**src/btt_pkg.sv**
```systemverilog
// Shared types and constants for the bucketed transposition table.
// Used by every module of the block; depends on nothing.
package btt_pkg;

  localparam int INDEX_BITS = 12;
  localparam int WAYS       = 4;
  localparam int BUCKETS    = 1 << INDEX_BITS;
  localparam int WAY_IW     = (WAYS > 1) ? $clog2(WAYS) : 1;
  localparam int TAG_LSB    = 48;
  localparam int TAG_W      = 16;

  localparam logic [14:0] MATE_THR_RST = 15'd31000;

  // configuration port
  localparam int APB_AW = 3;
  localparam logic [APB_AW-1:2] REG_MATE_THR = '0;

  localparam logic       OP_STORE     = 1'b0;
  localparam logic       OP_PROBE     = 1'b1;
  localparam logic [1:0] BOUND_EXACT  = 2'd2;

  localparam logic [1:0] STAT_MISS     = 2'd0;
  localparam logic [1:0] STAT_DROPPED  = 2'd0;
  localparam logic [1:0] STAT_HIT      = 2'd1;
  localparam logic [1:0] STAT_WRITTEN  = 2'd1;
  localparam logic [1:0] STAT_REPLACED = 2'd2;

  typedef struct packed {
    logic               opcode;
    logic [63:0]        position_key;
    logic [15:0]        best_move;
    logic signed [15:0] search_score;
    logic signed [15:0] static_score;
    logic [1:0]         bound_kind;
    logic signed [7:0]  search_depth;
    logic [6:0]         ply_from_root;
  } in_word_t;

  typedef struct packed {
    logic [1:0]         status;
    logic [15:0]        found_move;
    logic signed [15:0] found_score;
    logic signed [15:0] found_static;
    logic [1:0]         found_bound;
    logic signed [7:0]  found_depth;
  } out_word_t;

  typedef struct packed {
    logic               valid;
    logic [TAG_W-1:0]   tag;
    logic [1:0]         bound;
    logic signed [7:0]  depth;
    logic [15:0]        move;
    logic signed [15:0] score;
    logic signed [15:0] static_score;
  } way_t;

  typedef way_t [WAYS-1:0] row_t;

  localparam int ROW_W = $bits(row_t);

  typedef struct packed {
    logic                  rd_en;
    logic                  wr_en;
    logic [INDEX_BITS-1:0] addr;
  } mem_req_t;

  typedef struct packed {
    logic empty;
    logic tag_eq;
    logic ovr_ok;
    logic shallower;
  } way_eval_t;

  typedef enum logic [2:0] {
    ST_CLEAR,
    ST_IDLE,
    ST_SCAN,
    ST_FINISH
  } state_e;

endpackage

```
**src/btt_way_unit.sv**
```systemverilog
// Shared compare unit: judges one way of the bucket against the request.
// Depends on btt_pkg.
module btt_way_unit
  import btt_pkg::*;
(
  input  way_t              way_i,
  input  logic [TAG_W-1:0]  tag_i,
  input  logic [1:0]        bound_i,
  input  logic signed [7:0] depth_i,
  input  logic signed [8:0] min_i,
  output way_eval_t         eval_o
);

  logic signed [8:0] way_depth;

  assign way_depth        = {way_i.depth[7], way_i.depth};
  assign eval_o.empty     = !way_i.valid;
  assign eval_o.tag_eq    = (way_i.tag == tag_i);
  assign eval_o.ovr_ok    = (depth_i >= way_i.depth) || (bound_i == BOUND_EXACT);
  assign eval_o.shallower = (way_depth < min_i);

endmodule

```
**src/btt_ctrl.sv**
```systemverilog
// Sequencer: clears the table, reads a bucket, walks its ways through the
// shared compare unit, writes back a kept store and builds the result. Depends on btt_pkg.
module btt_ctrl
  import btt_pkg::*;
(
  input  logic        clk_i,
  input  logic        rst_ni,
  input  logic [14:0] thr_i,
  input  logic        in_valid_i,
  output logic        in_stall_o,
  input  in_word_t    in_word_i,
  output logic        out_valid_o,
  input  logic        out_stall_i,
  output out_word_t   out_word_o,
  output mem_req_t    mem_req_o,
  output row_t        mem_wr_row_o,
  input  row_t        mem_rd_row_i
);

  localparam logic [WAY_IW-1:0]     WAY_LAST = WAY_IW'(WAYS - 1);
  localparam logic [INDEX_BITS-1:0] CLR_LAST = '1;
  localparam logic signed [8:0]     MIN_INIT = 9'sd128;

  state_e              state_q, state_d;
  logic [INDEX_BITS-1:0] clr_q, clr_d;
  logic [WAY_IW-1:0]   way_q, way_d;
  logic [WAY_IW-1:0]   victim_q, victim_d;
  logic signed [8:0]   min_q, min_d;
  logic [1:0]          stat_q, stat_d;
  logic                wr_q, wr_d;
  in_word_t            req_q, req_d;
  logic                out_valid_q, out_valid_d;
  out_word_t           out_q, out_d;

  way_t                cur_way;
  way_t                sel_way;
  way_t                new_way;
  way_eval_t           eval;
  logic [TAG_W-1:0]    req_tag;
  logic signed [16:0]  score_x, thr_x, ply_x, score_adj;
  out_word_t           result;
  row_t                new_row;

  assign req_tag = req_q.position_key[TAG_LSB +: TAG_W];
  assign cur_way = mem_rd_row_i[way_q];
  assign sel_way = mem_rd_row_i[victim_q];

  btt_way_unit u_way_unit (
    .way_i   (cur_way),
    .tag_i   (req_tag),
    .bound_i (req_q.bound_kind),
    .depth_i (req_q.search_depth),
    .min_i   (min_q),
    .eval_o  (eval)
  );

  // mate scores move toward zero by the ply
  always_comb begin
    score_x = {sel_way.score[15], sel_way.score};
    thr_x   = {2'b00, thr_i};
    ply_x   = {10'd0, req_q.ply_from_root};
    if (score_x > thr_x) begin
      score_adj = score_x - ply_x;
    end else if (score_x < -thr_x) begin
      score_adj = score_x + ply_x;
    end else begin
      score_adj = score_x;
    end
  end

  always_comb begin
    result        = '0;
    result.status = stat_q;
    if (req_q.opcode == OP_PROBE && stat_q == STAT_HIT) begin
      result.found_move   = sel_way.move;
      result.found_score  = score_adj[15:0];
      result.found_static = sel_way.static_score;
      result.found_bound  = sel_way.bound;
      result.found_depth  = sel_way.depth;
    end
  end

  always_comb begin
    new_way.valid        = 1'b1;
    new_way.tag          = req_tag;
    new_way.bound        = req_q.bound_kind;
    new_way.depth        = req_q.search_depth;
    new_way.move         = req_q.best_move;
    new_way.score        = req_q.search_score;
    new_way.static_score = req_q.static_score;
    new_row              = mem_rd_row_i;
    new_row[victim_q]    = new_way;
  end

  always_ff @(posedge clk_i or negedge rst_ni) begin
    if (!rst_ni) begin
      state_q     <= ST_CLEAR;
      clr_q       <= '0;
      way_q       <= '0;
      victim_q    <= '0;
      min_q       <= MIN_INIT;
      stat_q      <= STAT_MISS;
      wr_q        <= 1'b0;
      out_valid_q <= 1'b0;
    end else begin
      state_q     <= state_d;
      clr_q       <= clr_d;
      way_q       <= way_d;
      victim_q    <= victim_d;
      min_q       <= min_d;
      stat_q      <= stat_d;
      wr_q        <= wr_d;
      out_valid_q <= out_valid_d;
    end
  end

  always_ff @(posedge clk_i) begin
    req_q <= req_d;
    out_q <= out_d;
  end

  always_comb begin
    state_d      = state_q;
    clr_d        = clr_q;
    way_d        = way_q;
    victim_d     = victim_q;
    min_d        = min_q;
    stat_d       = stat_q;
    wr_d         = wr_q;
    req_d        = req_q;
    out_d        = out_q;
    out_valid_d  = out_valid_q && out_stall_i;
    in_stall_o   = 1'b1;
    mem_req_o    = '0;
    mem_wr_row_o = new_row;

    case (state_q)
      ST_CLEAR: begin
        mem_req_o.wr_en = 1'b1;
        mem_req_o.addr  = clr_q;
        mem_wr_row_o    = '0;
        clr_d           = clr_q + 1'b1;
        if (clr_q == CLR_LAST) begin
          state_d = ST_IDLE;
        end
      end

      ST_IDLE: begin
        in_stall_o = 1'b0;
        if (in_valid_i) begin
          req_d           = in_word_i;
          mem_req_o.rd_en = 1'b1;
          mem_req_o.addr  = in_word_i.position_key[INDEX_BITS-1:0];
          way_d           = '0;
          victim_d        = '0;
          min_d           = MIN_INIT;
          state_d         = ST_SCAN;
        end
      end

      ST_SCAN: begin
        if (req_q.opcode == OP_STORE) begin
          if (eval.empty || (eval.tag_eq && eval.ovr_ok)) begin
            victim_d = way_q;
            stat_d   = STAT_WRITTEN;
            wr_d     = 1'b1;
            state_d  = ST_FINISH;
          end else if (eval.tag_eq) begin
            // same position already held deeper: drop the store
            stat_d  = STAT_DROPPED;
            wr_d    = 1'b0;
            state_d = ST_FINISH;
          end else begin
            if (eval.shallower) begin
              min_d    = {cur_way.depth[7], cur_way.depth};
              victim_d = way_q;
            end
            if (way_q == WAY_LAST) begin
              stat_d  = STAT_REPLACED;
              wr_d    = 1'b1;
              state_d = ST_FINISH;
            end else begin
              way_d = way_q + 1'b1;
            end
          end
        end else begin
          wr_d = 1'b0;
          if (!eval.empty && eval.tag_eq) begin
            victim_d = way_q;
            stat_d   = STAT_HIT;
            state_d  = ST_FINISH;
          end else if (way_q == WAY_LAST) begin
            stat_d  = STAT_MISS;
            state_d = ST_FINISH;
          end else begin
            way_d = way_q + 1'b1;
          end
        end
      end

      ST_FINISH: begin
        // hold until the output register is free
        if (!out_valid_q || !out_stall_i) begin
          out_valid_d     = 1'b1;
          out_d           = result;
          mem_req_o.wr_en = wr_q;
          mem_req_o.addr  = req_q.position_key[INDEX_BITS-1:0];
          state_d         = ST_IDLE;
        end
      end

      default: begin
        state_d = ST_IDLE;
      end
    endcase
  end

  assign out_valid_o = out_valid_q;
  assign out_word_o  = out_q;

endmodule

```
**config.mk**
```make
export PLATFORM = sky130hd
export DESIGN_NAME = btt_ctrl
export DESIGN_NICKNAME = d
export VERILOG_FILES = /design/src/btt_pkg.sv /design/src/btt_way_unit.sv /design/src/btt_ctrl.sv
export SDC_FILE = /design/constraint.sdc
export NUM_CORES = 1
export LEC_CHECK = 0
export BUFFER_PORTS_ARGS = -buffer_cell sky130_fd_sc_hd__buf_2
export CORE_AREA = 2 2 321 323
export DETAILED_ROUTE_END_ITERATION = 6
export DIE_AREA = 0 0 323 325
export RECOVER_POWER = 100
export SYNTH_ARGS = -nofsm -noshare
export SYNTH_HDL_FRONTEND = slang
export SYNTH_SLANG_ARGS = --single-unit
```
**constraint.sdc**
```tcl
create_clock -name clk_i -period 6.2 [get_ports clk_i]
set_clock_uncertainty 0.05 [all_clocks]
set_input_delay 0.93 -clock clk_i [delete_from_list [all_inputs] [get_ports clk_i]]
set_output_delay 0.93 -clock clk_i [all_outputs]
set_load 0.1 [all_outputs]
```
==> metrics.yaml <==
synth_seq_cells: 186
cts_tree: "yes"
ir_drop_uv: 211
slowest_stage: "dfrtp_1"
end_kind: "primary output"
power_uw: 6200
multi_input_area_um2: 9210
ant_nets: 0
die_area_um2: 105000
gp_congestion: 0.990
rows: 117
max_freq_mhz: 175
fin_nets: 3076
cp-start-kind: "register"
hold_viol: 0
switching_share_pct: 58.2
fill_cells: 11500
avgSynthCellArea_um2: 8.31
synth.cell_area_um2: 15400
pwr-share-seq_pct: 25.3
ys_warn_count: 0
die_y_um: 325
netlist_instances: 1853
status: "complete, but fails checks"
start_util_pct: 15.2
port_buffers: 788
dr.pass1.iters: 6
die_w_um: 323
switchingPower_uw: 3610
finalSetupTns_ns: 0
routed_wl_um: 97500
rsz0062_at_grt: "no"
leakagePower_uw: 0.00866
fin_crit_ns: 5.70
hp-class: "reg -> reg"
seq_area_um2: 5430
grt_usage_pct: 17.8
synth-edff-count: 154
combPwrFrac_pct: 55.1
drt-initial-drc-count: 1944
fin_hold_ws_ns: 0.452
synth_cell_types: 75
synth_fp_nets: 2368
layout-drive-gt1-share_pct: 27.4
cts_hold_buffers: 0
yosysTopAreaCell: "edfxtp_1"
drc_errors: 0
cp_data_required_time_ns: 5.22
setup-violations-final: 0
synth_area_leaders: "edfxtp_1 (30%), nand2_1 (16%), mux4_2 (12%), a21oi_1 (10%), ha_1 (5.2%)"
clock_latency_ns: 0.52
reg2reg_depth: 12
path_cells: "or2_4 > nand2_1 > a21oi_1 > clkbuf_1"
path_class: "reg -> out"
ys_top_cells_by_count: "nand2_1 (646), a21oi_1 (322), edfxtp_1 (154)"
grt_pass1_wl_um: 132000
clkTransAtPathRegs_ns: 0.09
utilization_pct: 20.9
post_drt_wl_per_cell_um: 24.7
fp.coreArea_um2: 101000
p_per_area_nw_per_um2: 293
worst-path-max-fanout: 52
final.period_utilization_pct: 92.0
cp_slowest_stage_delay_ns: 1.73
ios: 825
post_cts_resized: 0
internal_power_uw: 2590
areaGrowthSynthToFinish_pct: 37.5
cts-buffers-inserted: 17
yosysMostFrequentCell: "nand2_1"
synth_ff_type: "edfxtp_1"
grt_pass1_vias: 17000
final_max_slew_viol_count: 258
ctsRootBufferMaster: "clkbuf_16"
cts_setup_buffers: 0
fin_ws_ns: 0.497
vias_per_cell: 4.57
violations: "max-capacitance violations, max-slew violations"
antenna_found_initial: 24
preCtsSetupSlack_ns: 1.17
clockBufferDepth: 2
clock-sinks: 186
async_reset_ff_share_pct: 17.2
cp.arrival_ns: 4.72
dp_hpwl_um: 77700
drv_cap: 15
holdPathStages: 1
pwr-share-clk_pct: 19.6
timing.slew.headroom_pct: -129
tightest_slew_ns: 3.44
yosysSeqAreaShare_pct: 35.2
grt_max_degree: 179
cts_max_level: 4
vias: 18000
grt_remaining_overflow: 0
crit_buf_inv: 1
synth_top_area_share_pct: 30.0
path_depth: 4
path_delay_family: "flip-flops"
[cell type report]
type | count | share of cell area [%]
Sequential cell | 186 | 25.6
Multi-Input combinational cell | 1465 | 43.5
Timing Repair Buffer | 822 | 18.5
Tap cell | 1368 | 8.08
Inverter | 69 | 1.25
Clock inverter | 15 | 0.910
Antenna cell | 10 | 0.118
Clock buffer | 17 | 2.01
[routing by layer]
layer / wire length (um) / vias to the layer above / global-route usage (%)
li1: - / 7943 / -
met4: 5170 / 10 / 8.18
met5: 58 / - / 0
met2: 44400 / 1282 / 29.1
met3: 10600 / 257 / 5.90
met1: 37200 / 8552 / 21.0
[power by group through the flow]
stage / clock network, uW / logic (uW) / registers, uW
finish: 1220 / 3420 / 1570
global route: 1320 / 3550 / 1580
detailed placement: 0 / 3460 / 1590
CTS: 1280 / 3470 / 1570
global placement: 0 / 3450 / 1590
floorplan: 0 / 2500 / 1660
[state kept, by name, summed over array words and instances, names as in the netlist]
name         flops
stat_q           2
req_q           13
out_word_o      60
ply_x            7
state_q          3
new_way         74
victim_q         2
wr_q             1
out_valid_o      1
way_q            2
min_q            9
clr_q           12
[cell families (layout without fill, tap and decap cells)]
kind of cell | Yosys count | after routing | synth area share (%)
AND/OR/NAND/NOR | 841 | 841 | 23.4
AO/OA/AOI/OAI | 427 | 427 | 15.8
buffers and inverters | 202 | 923 | 5.19
flip-flops | 186 | 186 | 35.2
multiplexers | 89 | 89 | 12.5
adder cells (fa/ha/maj) | 66 | 66 | 5.46
XOR/XNOR | 41 | 41 | 2.33
other | 1 | 11 | 0.0244
[cells in the final DEF, fill, tap and decap left out, drive strengths merged, types with 4 or more instances in the layout]
master / synthesis / layout
nor3: 11 / 11
a21oi: 322 / 322
a222oi: 11 / 11
mux2i: 5 / 5
clkinv: 0 / 6
nor2b: 12 / 12
a211oi: 8 / 8
inv: 69 / 77
and2: 46 / 46
nand4: 17 / 17
nand2b: 8 / 8
edfxtp: 154 / 154
diode: 0 / 10
xor2: 8 / 8
ha: 64 / 64
dfrtp: 31 / 31
nor4b: 4 / 4
nor4: 4 / 4
xnor2: 33 / 33
buf: 30 / 488
nor2: 44 / 44
o31ai: 11 / 11
a21o: 10 / 10
nand3: 22 / 22
mux4: 83 / 83
and3: 6 / 6
clkbuf: 103 / 351
o21ai: 24 / 24
a211o: 6 / 6
nand2: 646 / 646
[worst paths after layout]
| kind | endpoint | from | slack (ns) |
|---|---|---|---|
| worst max-delay path | mem_wr_row_o[62] | victim_q[1] | 0.50 |
| worst min-delay path | clr_q[7] | clr_q[7] | 0.45 |
| worst max register to register | out_word_o[40] | victim_q[1] | 0.68 |
| worst min register to register | clr_q[7] | clr_q[7] | 0.45 |
| max in group asynchronous | victim_q[0] | rst_ni | 3.85 |
| min in group asynchronous | min_q[4] | rst_ni | 0.89 |
[metrics by stage]
step	instances	instance area, um2
2_1_floorplan	1853	15400
3_3_place_gp	3910	20900
3_5_place_dp	3910	20900
4_1_cts	3942	21600
5_1_grt	3947	21200
6_report	3952	21200
Note: power is estimated with default switching activity, not from simulation.
